### src/sha256_pkg.sv
`timescale 1ns / 1ps
// shared types, constants and round functions for the sha-256 stream hasher
// no dependencies; used by sha256_ctrl, sha256_datapath and sha256_stream_hasher

package sha256_pkg;

    // input item codes
    localparam logic [1:0] MODE_ABSORB     = 2'd0;
    localparam logic [1:0] MODE_ABSORB_FIN = 2'd1;
    localparam logic [1:0] MODE_FINISH     = 2'd2;

    localparam logic [7:0] PAD_BYTE   = 8'h80;
    localparam logic [5:0] LEN_POS    = 6'd56;
    localparam logic [5:0] BLOCK_LAST = 6'd63;
    localparam logic [5:0] ROUND_LAST = 6'd63;
    localparam logic [2:0] WORD_LAST  = 3'd7;

    typedef struct packed {
        logic [1:0] mode;
        logic [7:0] data_byte;
    } in_item_t;

    typedef struct packed {
        logic [31:0] digest_word;
        logic [2:0]  word_index;
        logic        last_word;
    } out_item_t;

    typedef enum logic [2:0] {
        ST_IDLE,
        ST_ROUND,
        ST_FOLD,
        ST_PAD,
        ST_FILL,
        ST_LEN,
        ST_OUT
    } state_t;

    typedef enum logic [1:0] {
        SEL_DATA,
        SEL_PAD,
        SEL_ZERO,
        SEL_LEN
    } byte_sel_t;

    typedef struct packed {
        logic      shift_en;
        byte_sel_t byte_sel;
        logic [2:0] len_sel;
        logic      count_len;
        logic      round_en;
        logic [5:0] round_idx;
        logic      fold_en;
        logic      restart;
        logic      out_load;
        logic [2:0] word_idx;
    } dp_cmd_t;

    typedef struct packed {
        logic out_free;
    } dp_stat_t;

    function automatic logic [31:0] rotr(input logic [31:0] x, input int n);
        rotr = (x >> n) | (x << (32 - n));
    endfunction

    function automatic logic [31:0] big_sigma0(input logic [31:0] x);
        big_sigma0 = rotr(x, 2) ^ rotr(x, 13) ^ rotr(x, 22);
    endfunction

    function automatic logic [31:0] big_sigma1(input logic [31:0] x);
        big_sigma1 = rotr(x, 6) ^ rotr(x, 11) ^ rotr(x, 25);
    endfunction

    function automatic logic [31:0] small_sigma0(input logic [31:0] x);
        small_sigma0 = rotr(x, 7) ^ rotr(x, 18) ^ (x >> 3);
    endfunction

    function automatic logic [31:0] small_sigma1(input logic [31:0] x);
        small_sigma1 = rotr(x, 17) ^ rotr(x, 19) ^ (x >> 10);
    endfunction

    function automatic logic [31:0] init_h(input logic [2:0] idx);
        case (idx)
            3'd0:    init_h = 32'h6a09e667;
            3'd1:    init_h = 32'hbb67ae85;
            3'd2:    init_h = 32'h3c6ef372;
            3'd3:    init_h = 32'ha54ff53a;
            3'd4:    init_h = 32'h510e527f;
            3'd5:    init_h = 32'h9b05688c;
            3'd6:    init_h = 32'h1f83d9ab;
            default: init_h = 32'h5be0cd19;
        endcase
    endfunction

    function automatic logic [31:0] round_k(input logic [5:0] idx);
        case (idx)
            6'd0:  round_k = 32'h428a2f98;  6'd1:  round_k = 32'h71374491;
            6'd2:  round_k = 32'hb5c0fbcf;  6'd3:  round_k = 32'he9b5dba5;
            6'd4:  round_k = 32'h3956c25b;  6'd5:  round_k = 32'h59f111f1;
            6'd6:  round_k = 32'h923f82a4;  6'd7:  round_k = 32'hab1c5ed5;
            6'd8:  round_k = 32'hd807aa98;  6'd9:  round_k = 32'h12835b01;
            6'd10: round_k = 32'h243185be;  6'd11: round_k = 32'h550c7dc3;
            6'd12: round_k = 32'h72be5d74;  6'd13: round_k = 32'h80deb1fe;
            6'd14: round_k = 32'h9bdc06a7;  6'd15: round_k = 32'hc19bf174;
            6'd16: round_k = 32'he49b69c1;  6'd17: round_k = 32'hefbe4786;
            6'd18: round_k = 32'h0fc19dc6;  6'd19: round_k = 32'h240ca1cc;
            6'd20: round_k = 32'h2de92c6f;  6'd21: round_k = 32'h4a7484aa;
            6'd22: round_k = 32'h5cb0a9dc;  6'd23: round_k = 32'h76f988da;
            6'd24: round_k = 32'h983e5152;  6'd25: round_k = 32'ha831c66d;
            6'd26: round_k = 32'hb00327c8;  6'd27: round_k = 32'hbf597fc7;
            6'd28: round_k = 32'hc6e00bf3;  6'd29: round_k = 32'hd5a79147;
            6'd30: round_k = 32'h06ca6351;  6'd31: round_k = 32'h14292967;
            6'd32: round_k = 32'h27b70a85;  6'd33: round_k = 32'h2e1b2138;
            6'd34: round_k = 32'h4d2c6dfc;  6'd35: round_k = 32'h53380d13;
            6'd36: round_k = 32'h650a7354;  6'd37: round_k = 32'h766a0abb;
            6'd38: round_k = 32'h81c2c92e;  6'd39: round_k = 32'h92722c85;
            6'd40: round_k = 32'ha2bfe8a1;  6'd41: round_k = 32'ha81a664b;
            6'd42: round_k = 32'hc24b8b70;  6'd43: round_k = 32'hc76c51a3;
            6'd44: round_k = 32'hd192e819;  6'd45: round_k = 32'hd6990624;
            6'd46: round_k = 32'hf40e3585;  6'd47: round_k = 32'h106aa070;
            6'd48: round_k = 32'h19a4c116;  6'd49: round_k = 32'h1e376c08;
            6'd50: round_k = 32'h2748774c;  6'd51: round_k = 32'h34b0bcb5;
            6'd52: round_k = 32'h391c0cb3;  6'd53: round_k = 32'h4ed8aa4a;
            6'd54: round_k = 32'h5b9cca4f;  6'd55: round_k = 32'h682e6ff3;
            6'd56: round_k = 32'h748f82ee;  6'd57: round_k = 32'h78a5636f;
            6'd58: round_k = 32'h84c87814;  6'd59: round_k = 32'h8cc70208;
            6'd60: round_k = 32'h90befffa;  6'd61: round_k = 32'ha4506ceb;
            6'd62: round_k = 32'hbef9a3f7;
            default: round_k = 32'hc67178f2;
        endcase
    endfunction

endpackage

### src/sha256_ctrl.sv
`timescale 1ns / 1ps
// control state machine: byte counting, padding sequence, round and digest counters
// depends on sha256_pkg

module sha256_ctrl
    import sha256_pkg::*;
(
    input  logic     clk,
    input  logic     rst_n,
    input  logic     item_valid,
    output logic     item_ready,
    input  in_item_t item,
    input  dp_stat_t stat,
    output dp_cmd_t  cmd
);

    state_t     state_reg, state_next;
    state_t     resume_reg, resume_next;
    state_t     after_state;
    logic [5:0] fill_reg, fill_next;
    logic [5:0] rnd_reg, rnd_next;
    logic [2:0] word_reg, word_next;

    always_ff @(posedge clk or negedge rst_n)
    begin
        if (!rst_n)
        begin
            state_reg  <= ST_IDLE;
            resume_reg <= ST_IDLE;
            fill_reg   <= '0;
            rnd_reg    <= '0;
            word_reg   <= '0;
        end
        else
        begin
            state_reg  <= state_next;
            resume_reg <= resume_next;
            fill_reg   <= fill_next;
            rnd_reg    <= rnd_next;
            word_reg   <= word_next;
        end
    end

    always_comb
    begin
        state_next    = state_reg;
        resume_next   = resume_reg;
        fill_next     = fill_reg;
        rnd_next      = rnd_reg;
        word_next     = word_reg;
        after_state   = ST_IDLE;
        item_ready    = 1'b0;
        cmd           = '0;
        cmd.len_sel   = fill_reg[2:0];
        cmd.round_idx = rnd_reg;
        cmd.word_idx  = word_reg;

        case (state_reg)
            ST_IDLE:
            begin
                item_ready = 1'b1;
                if (item_valid)
                begin
                    case (item.mode)
                        MODE_ABSORB, MODE_ABSORB_FIN:
                        begin
                            cmd.shift_en  = 1'b1;
                            cmd.byte_sel  = SEL_DATA;
                            cmd.count_len = 1'b1;
                            fill_next     = fill_reg + 6'd1;
                            after_state   = (item.mode == MODE_ABSORB_FIN) ? ST_PAD : ST_IDLE;
                            // a full block is compressed before going on
                            if (fill_reg == BLOCK_LAST)
                            begin
                                state_next  = ST_ROUND;
                                resume_next = after_state;
                            end
                            else
                            begin
                                state_next = after_state;
                            end
                        end
                        MODE_FINISH:
                        begin
                            state_next = ST_PAD;
                        end
                        default:
                        begin
                            state_next = ST_IDLE;
                        end
                    endcase
                end
            end
            ST_PAD:
            begin
                cmd.shift_en = 1'b1;
                cmd.byte_sel = SEL_PAD;
                fill_next    = fill_reg + 6'd1;
                if (fill_reg == BLOCK_LAST)
                begin
                    state_next  = ST_ROUND;
                    resume_next = ST_FILL;
                end
                else
                begin
                    state_next = ST_FILL;
                end
            end
            ST_FILL:
            begin
                if (fill_reg == LEN_POS)
                begin
                    state_next = ST_LEN;
                end
                else
                begin
                    cmd.shift_en = 1'b1;
                    cmd.byte_sel = SEL_ZERO;
                    fill_next    = fill_reg + 6'd1;
                    if (fill_reg == BLOCK_LAST)
                    begin
                        state_next  = ST_ROUND;
                        resume_next = ST_FILL;
                    end
                end
            end
            ST_LEN:
            begin
                // length bytes occupy the last eight slots, msb first
                cmd.shift_en = 1'b1;
                cmd.byte_sel = SEL_LEN;
                fill_next    = fill_reg + 6'd1;
                if (fill_reg == BLOCK_LAST)
                begin
                    state_next  = ST_ROUND;
                    resume_next = ST_OUT;
                end
            end
            ST_ROUND:
            begin
                cmd.round_en = 1'b1;
                rnd_next     = rnd_reg + 6'd1;
                if (rnd_reg == ROUND_LAST)
                begin
                    state_next = ST_FOLD;
                end
            end
            ST_FOLD:
            begin
                cmd.fold_en = 1'b1;
                state_next  = resume_reg;
            end
            ST_OUT:
            begin
                if (stat.out_free)
                begin
                    cmd.out_load = 1'b1;
                    word_next    = word_reg + 3'd1;
                    if (word_reg == WORD_LAST)
                    begin
                        cmd.restart = 1'b1;
                        state_next  = ST_IDLE;
                    end
                end
            end
            default:
            begin
                state_next = ST_IDLE;
            end
        endcase
    end

endmodule

### src/sha256_datapath.sv
`timescale 1ns / 1ps
// datapath: 16-word block window doubling as message schedule, round unit,
// hash words, bit length counter and digest output register; depends on sha256_pkg

module sha256_datapath
    import sha256_pkg::*;
(
    input  logic       clk,
    input  logic       rst_n,
    input  dp_cmd_t    cmd,
    input  logic [7:0] data_byte,
    input  logic       result_ready,
    output dp_stat_t   stat,
    output logic       result_valid,
    output out_item_t  result
);

    logic [31:0] win_reg [16];
    logic [31:0] v_reg   [8];
    logic [31:0] h_reg   [8];
    logic [63:0] len_reg;
    logic        out_valid_reg;
    out_item_t   out_item_reg;

    logic [7:0]  shift_byte;
    logic [31:0] w_new;
    logic [31:0] ch;
    logic [31:0] maj;
    logic [31:0] t1;
    logic [31:0] t2;

    always_comb
    begin
        case (cmd.byte_sel)
            SEL_DATA: shift_byte = data_byte;
            SEL_PAD:  shift_byte = PAD_BYTE;
            SEL_LEN:  shift_byte = len_reg[{~cmd.len_sel, 3'b000} +: 8];
            default:  shift_byte = 8'h00;
        endcase
    end

    // win_reg[0] is w[t]; the window slides one word per round
    assign w_new = small_sigma1(win_reg[14]) + win_reg[9] + small_sigma0(win_reg[1])
                 + win_reg[0];
    assign ch    = (v_reg[4] & v_reg[5]) ^ (~v_reg[4] & v_reg[6]);
    assign maj   = (v_reg[0] & v_reg[1]) ^ (v_reg[0] & v_reg[2]) ^ (v_reg[1] & v_reg[2]);
    assign t1    = v_reg[7] + big_sigma1(v_reg[4]) + ch + round_k(cmd.round_idx) + win_reg[0];
    assign t2    = big_sigma0(v_reg[0]) + maj;

    always_ff @(posedge clk)
    begin
        if (cmd.shift_en)
        begin
            // bytes enter at the bottom and move up, first byte ends in word 0 msb
            for (int i = 0; i < 15; i++)
            begin
                win_reg[i] <= {win_reg[i][23:0], win_reg[i+1][31:24]};
            end
            win_reg[15] <= {win_reg[15][23:0], shift_byte};
        end
        else if (cmd.round_en)
        begin
            for (int i = 0; i < 15; i++)
            begin
                win_reg[i] <= win_reg[i+1];
            end
            win_reg[15] <= w_new;
        end
    end

    always_ff @(posedge clk)
    begin
        if (cmd.round_en)
        begin
            v_reg[7] <= v_reg[6];
            v_reg[6] <= v_reg[5];
            v_reg[5] <= v_reg[4];
            v_reg[4] <= v_reg[3] + t1;
            v_reg[3] <= v_reg[2];
            v_reg[2] <= v_reg[1];
            v_reg[1] <= v_reg[0];
            v_reg[0] <= t1 + t2;
        end
        else
        begin
            // working variables track the hash words outside the rounds
            for (int i = 0; i < 8; i++)
            begin
                v_reg[i] <= h_reg[i];
            end
        end
    end

    always_ff @(posedge clk or negedge rst_n)
    begin
        if (!rst_n)
        begin
            for (int i = 0; i < 8; i++)
            begin
                h_reg[i] <= init_h(3'(i));
            end
            len_reg <= '0;
        end
        else
        begin
            if (cmd.restart)
            begin
                for (int i = 0; i < 8; i++)
                begin
                    h_reg[i] <= init_h(3'(i));
                end
            end
            else if (cmd.fold_en)
            begin
                for (int i = 0; i < 8; i++)
                begin
                    h_reg[i] <= h_reg[i] + v_reg[i];
                end
            end

            if (cmd.restart)
            begin
                len_reg <= '0;
            end
            else if (cmd.count_len)
            begin
                len_reg <= len_reg + 64'd8;
            end
        end
    end

    always_ff @(posedge clk or negedge rst_n)
    begin
        if (!rst_n)
        begin
            out_valid_reg <= 1'b0;
        end
        else if (cmd.out_load)
        begin
            out_valid_reg <= 1'b1;
        end
        else if (result_ready)
        begin
            out_valid_reg <= 1'b0;
        end
    end

    always_ff @(posedge clk)
    begin
        if (cmd.out_load)
        begin
            out_item_reg.digest_word <= h_reg[cmd.word_idx];
            out_item_reg.word_index  <= cmd.word_idx;
            out_item_reg.last_word   <= (cmd.word_idx == WORD_LAST);
        end
    end

    assign stat.out_free = !out_valid_reg || result_ready;
    assign result_valid  = out_valid_reg;
    assign result        = out_item_reg;

endmodule

### src/sha256_stream_hasher.sv
`timescale 1ns / 1ps
// an absorbed byte is shifted into the block window; a byte that completes a block holds off
// further input through 64 rounds on one shared round unit and a fold into the hash words
// finalize pads one byte per cycle, pausing to compress any full block, up to the block
// end, compresses, then shows the eight digest words one per cycle as they are taken
// reset (rst_n, async, active low): initial hash values, empty length, no pending output
// depends on sha256_pkg, sha256_ctrl and sha256_datapath

module sha256_stream_hasher
    import sha256_pkg::*;
(
    input  logic      clk,
    input  logic      rst_n,
    input  logic      item_valid,
    output logic      item_ready,
    input  in_item_t  item,
    output logic      result_valid,
    input  logic      result_ready,
    output out_item_t result
);

    dp_cmd_t  cmd;
    dp_stat_t stat;

    sha256_ctrl u_ctrl (
        .clk        (clk),
        .rst_n      (rst_n),
        .item_valid (item_valid),
        .item_ready (item_ready),
        .item       (item),
        .stat       (stat),
        .cmd        (cmd)
    );

    sha256_datapath u_datapath (
        .clk          (clk),
        .rst_n        (rst_n),
        .cmd          (cmd),
        .data_byte    (item.data_byte),
        .result_ready (result_ready),
        .stat         (stat),
        .result_valid (result_valid),
        .result       (result)
    );

endmodule
### config.mk
export PLATFORM = sky130hd
export DESIGN_NAME = sha256_stream_hasher
export DESIGN_NICKNAME = d
export VERILOG_FILES = /design/src/sha256_pkg.sv /design/src/sha256_ctrl.sv /design/src/sha256_datapath.sv /design/src/sha256_stream_hasher.sv
export SDC_FILE = /design/constraint.sdc
export NUM_CORES = 2
export LEC_CHECK = 0
export BUFFER_PORTS_ARGS = -buffer_cell sky130_fd_sc_hd__buf_2
export CAP_MARGIN = 20
export CORE_MARGIN = 3
export CORE_UTILIZATION = 52
export CTS_BUF_LIST = sky130_fd_sc_hd__clkbuf_2
export CTS_CLUSTER_SIZE = 20
export DETAILED_ROUTE_END_ITERATION = 10
export PLACE_DENSITY = 0.67
export SLEW_MARGIN = 30
export SYNTH_ARGS = -nofsm -noshare
export SYNTH_HDL_FRONTEND = slang
export SYNTH_SLANG_ARGS = --single-unit
### constraint.sdc
create_clock -name clk -period 22.3 [get_ports clk]
set_input_delay 1.115 -clock clk [delete_from_list [all_inputs] [get_ports clk]]
set_output_delay 1.115 -clock clk [all_outputs]
set_load 0.05 [all_outputs]
## Word-level counts from Yosys, hierarchy flattened

Memories as Yosys holds them, arrays and structs flattened.
Cells that the tools add are included.

- Add/subtract/negate cells: 22
- $mul: 0
- Divide/modulo/power cells: 0
- $lt $le $gt $ge: 1
- Equal/unequal tests: 22
- Shift-type cells: 1
- Multiplexer cells: 76
- Bitwise logic cells: 53
- Reduce and logical (&&, ||, !) cells: 16

Operators with widths:

| operator | count |
|---|---|
| $mux 32 | 26 |
| $add 32x32->32 | 18 |
| $mux 256 | 2 |
| $xor 32x32->32 | 9 |
| $and 32x32->32 | 5 |
| $mux 64 | 2 |
| $bmux 32 s3 | 1 |
| $add 64x4->64 const B | 1 |
| $shiftx 64x7->8 | 1 |
| $mux 3 | 17 |
| $not 32->32 | 1 |
| $or 10x32->32 | 1 |
| $or 13x32->32 | 1 |
| $or 14x32->32 | 1 |
| $or 15x32->32 | 1 |
| $or 19x32->32 | 1 |
| $or 21x32->32 | 1 |
| $or 25x32->32 | 1 |
| $or 26x32->32 | 1 |
| $or 30x32->32 | 1 |
| $or 7x32->32 | 1 |
| $xor 32x22->32 | 1 |
| $xor 32x29->32 | 1 |
| $or 1x1->1 | 24 |
| other kinds (32) | 72 |

- Register bits: 378
- Bits in latches: 0
- Bits in writable memories: 768
- Bits in read-only memories: 2048
- Output and inout port bits: 38
- Logic and storage cells: 212
- Memories kept: 3

Memories:

| memory | words | width | read ports | clocked after Yosys merged registers in | write ports | line | text |
|---|---|---|---|---|---|---|---|
| (name not given) | 64 | 32 | 1 | 0 | 0 | sha256_pkg.sv:97 | `case (idx)` |
| u_datapath.win_reg | 16 | 32 | 16 | 0 | 16 | sha256_datapath.sv:18 | `logic [31:0] win_reg [16];` |
| u_datapath.v_reg | 8 | 32 | 8 | 0 | 8 | sha256_datapath.sv:19 | `logic [31:0] v_reg [8];` |

## Longest topological paths before layout

An unclocked memory read counts as a cell.

- Depth after elaboration: 10
- Depth in mapped cells: 42

## Cells and area by module

From an unflattened synthesis, not the netlist that was laid out.

- Cells, all modules: 7034
- Area, all modules: 75637.5 um^2

Modules (own cells, without submodules):

| module | instances | cells an instance | area an instance (um^2) | sequential area each (um^2) |
|---|---|---|---|---|
| sha256_datapath | 1 | 6902 | 74313.8 | 29708.5 |
| sha256_ctrl | 1 | 132 | 1323.8 | 525.5 |

## Worst setup path after synthesis

OpenSTA, ideal clock, no wires.

- Path kind: register to register
- Start point: register u_ctrl.fill_reg[0]
- End point: memory u_datapath.win_reg[0][0] (enable)
- Arrival: 10.524 ns
- Required time: 18.667 ns
- Setup slack: 8.144 ns
- Stages on the path, launching flop included: 12
- Buffers on the path: 4
- Clock period less this slack: 14.156 ns
- Cells stage by stage: dfrtp_1 > clkbuf_1 > clkbuf_1 > inv_1 > ha_1 > nand3b_1 > nand2_1 > nand2_1 > nor2_1 > clkbuf_1 > clkbuf_1 > nand2_1

RTL lines:

| item | line | text |
|---|---|---|
| start: declaration | sha256_ctrl.sv:20 | `logic [5:0] fill_reg, fill_next;` |
| start signal: assignment | sha256_ctrl.sv:38 | `fill_reg <= fill_next;` |
| end: declaration | sha256_datapath.sv:18 |  |

==> impl_metrics.py <==
metrics = {
    "floorplanning": {
        "io_pins": 52,
        "coreArea_mm2": 0.142,
        "die_height_um": 384,
        "rows": 138,
        "die_x_um": 384,
        "initial_core_util_pct": 52.4,
        "dieArea_mm2": 0.147,
    },
    "synthesis": {
        "ys_seq_area_share_pct": 40.7,
        "async_flop_share_pct": 29.7,
        "syn-cell-area_mm2": 0.0743,
        "synth_top_cell_area_share_pct": 22.2,
        "syn_nets": 8884,
        "synth-edff-count": 548,
        "ys_warn_count": 0,
        "syn_inst": 8279,
        "synthDistinctLibCells": 103,
        "synth_area_per_cell_um2": 8.97,
        "yosysTopAreaCell": "edfxtp_1",
        "synth_area_leaders": "edfxtp_1, nand2_1, dfxtp_1",
        "ys.flop_type": "edfxtp_1",
        "ys_ff_latch": 1143,
    },
    "placed_design": {
        "io_buffers": 51,
        "hpwl_um": 172000,
        "place_congestion": 0.999,
    },
    "timing": {
        "final-hold-violation-count": 0,
        "tightest_slew_ps": 1120,
        "max_freq_ghz": 0.0942,
        "finalMaxSlewViolations": 0,
        "grt_setup_unrepaired": "false",
        "finalSetupTns_ps": 0,
        "finalSetupViolCount": 0,
        "post-route-min-period_ps": 10620,
        "post-route-period-util_pct": 47.6,
        "skew_ps": 233,
        "relSlewSlack_pct": 25.7,
    },
    "drt": {
        "drt_iter0_markers": 5692,
        "wl_um": 238000,
        "firstDrtPassIters": 8,
        "drc": 0,
        "ant_nets": 0,
        "via_per_inst": 5.88,
        "vias": 61200,
        "wl_per_cell_um": 22.9,
    },
    "cts": {
        "cts_tree": "done",
        "clkTransAtPathRegs_ps": 100,
        "ctsRootBufferMaster": "clkbuf_2",
        "clock_latency_ps": 1760,
        "cts_setup_buffers": 0,
        "cts_resized": 0,
        "cts_sinks": 1143,
        "cts-buffers-inserted": 325,
        "hold_buffers": 15,
        "htree_levels": 5,
        "cts.path.max_buffers": 4,
    },
    "global_route": {
        "grt-ovfl-total": 0,
        "grt_max_degree": 220,
        "grt_pass1_vias": 59300,
        "antenna_found_initial": 5,
        "grt_pass1_wl_um": 360000,
        "grtUsageTotal_pct": 32.0,
    },
    "setup_path": {
        "crit_type": "reg2reg",
        "critPathMaxFanout": 22,
        "arrival_ps": 12110,
        "cp_common_cell": "a21o_1",
        "crit_path_max_incr_delay_ps": 830,
        "r2r_start": "u_ctrl.rnd_reg[0]",
        "worstSetupStartpointType": "flop",
        "cp_slowest_cell": "dfrtp_1",
        "crit_start": "u_ctrl.rnd_reg[0]",
        "setup.worst_path.end_class": "flop",
        "cp_data_required_time_ps": 23790,
    },
    "layout": {
        "largest_reg_flops": 512,
        "area_growth_pct": 6.19,
        "drive_above_1_share_pct": 11.3,
        "nets": 8876,
    },
    "worst_hold_path": {
        "hold_start": "result_ready",
        "hp-class": "in2reg",
    },
    "power": {
        "switchingPower_mw": 0.951,
        "internal_power_mw": 2.78,
        "p_leak_nw": 36.3,
        "power_density_mw_per_mm2": 47.3,
        "switching_share_pct": 25.5,
        "seq_power_share_pct": 58.6,
        "pwr-share-clk_pct": 40.9,
        "combPwrFrac_pct": 0.5,
        "total_power_mw": 3.73,
        "irDropWorstVdd_mv": 0.0388,
    },
    "run": {
        "cap_viol_max_count": 0,
    },
    "outcome": {
        "status": "finished clean",
    },
}
==> worst max-delay path, delay by kind of cell (launching register included) <==
kind | cells | cell delay [ps]
compound gates | 20 | 4490
fa+ha+maj | 8 | 3490
flops | 1 | 830
buf+inv | 5 | 640
xor+xnor | 2 | 510
simple gates | 1 | 350
mux | 1 | 110
==> path summary, 6_finish.rpt <==
kind | endpoint | slack [ps] | cells past startpoint
worst min-delay path | u_datapath.result_valid | 260 | 4
worst max-delay path | u_datapath.v_reg[0][31] | 11680 | 37
max in group asynchronous | u_datapath.h_reg[52] | 19610 | 5
worst max register to register | u_datapath.v_reg[0][31] | 11680 | 37
worst min register to register | u_datapath.v_reg[2][41] | 370 | 2
min in group asynchronous | u_datapath.h_reg[5] | 580 | 3
==> routing by layer <==
layer	global-route usage, %	vias to the layer above	wire length, um
met2	50.3	2372	108000
met4	16.1	2	13300
met5	0	-	13
met3	5.23	602	16800
li1	-	28500	-
met1	42.9	29700	99700
==> stage by stage <==
| stage | instance area [um2] | cells | worst slack [ps] | utilization, % | hold WS, ps |
|---|---|---|---|---|---|
| after floorplan | 74300 | 8279 | 8140 | - | 431 |
| after global placement | 75800 | 9815 | 11910 | 53.5 | 447 |
| final | 78900 | 10400 | 11680 | 55.6 | 262 |
| after global routing | 78900 | 10400 | 10850 | 55.6 | 89.2 |
| after detailed placement | 75800 | 9815 | 11820 | 53.5 | 452 |
| after CTS | 78700 | 10400 | 11680 | 55.5 | 17.0 |
==> cells in the final DEF (no fill, tap or decap), drive strengths merged, types with 256 or more instances in the layout <==
master,netlist,routed
edfxtp,548,548
ha,396,396
nand2,2384,2384
xor2,260,260
dfxtp,256,256
clkbuf,428,489
o21ai,549,549
a21oi,416,416
xnor2,381,381
inv,310,314
nor2,359,359
==> power by group through the flow <==
stage	Sequential (mW)	Clock (mW)	Combinational (mW)
floorplan	2.23	0	0.000728
global placement	2.23	0	0.0180
detailed placement	2.23	0	0.0181
CTS	2.19	1.57	0.0209
global route	2.19	1.68	0.0227
finish	2.19	1.53	0.0203
==> cell families after synthesis <==
| logic type | after synthesis | share of synthesized area [%] |
|---|---|---|
| XOR/XNOR | 641 | 7.56 |
| flip-flops | 1143 | 40.7 |
| AND/OR/NAND/NOR | 3325 | 18.6 |
| AO/OA/AOI/OAI | 1642 | 13.6 |
| buffers and inverters | 768 | 3.89 |
| adder cells (fa/ha/maj) | 594 | 12.0 |
| multiplexers | 166 | 3.67 |
==> layout make-up <==
type                       count  area (um2)
timing repair buffer         123        1060
clock buffer                 489        2450
antenna                        6        15.0
sequential                  1143       30300
fill                       13100       62900
multi-input combinational   6368       41300
tap                         1890        2360
inverter                     310        1160
clock inverter                74         333
==> Yosys cell counts (195+ instances only) <==
master    number
a21oi_1      416
clkbuf_1     428
dfrtp_1      203
dfxtp_1      256
edfxtp_1     548
fa_1         195
ha_1         396
inv_1        310
nand2_1     2383
nor2_1       359
o21ai_0      497
xnor2_1      381
xor2_1       260
Power figures use the tool's default switching activity.
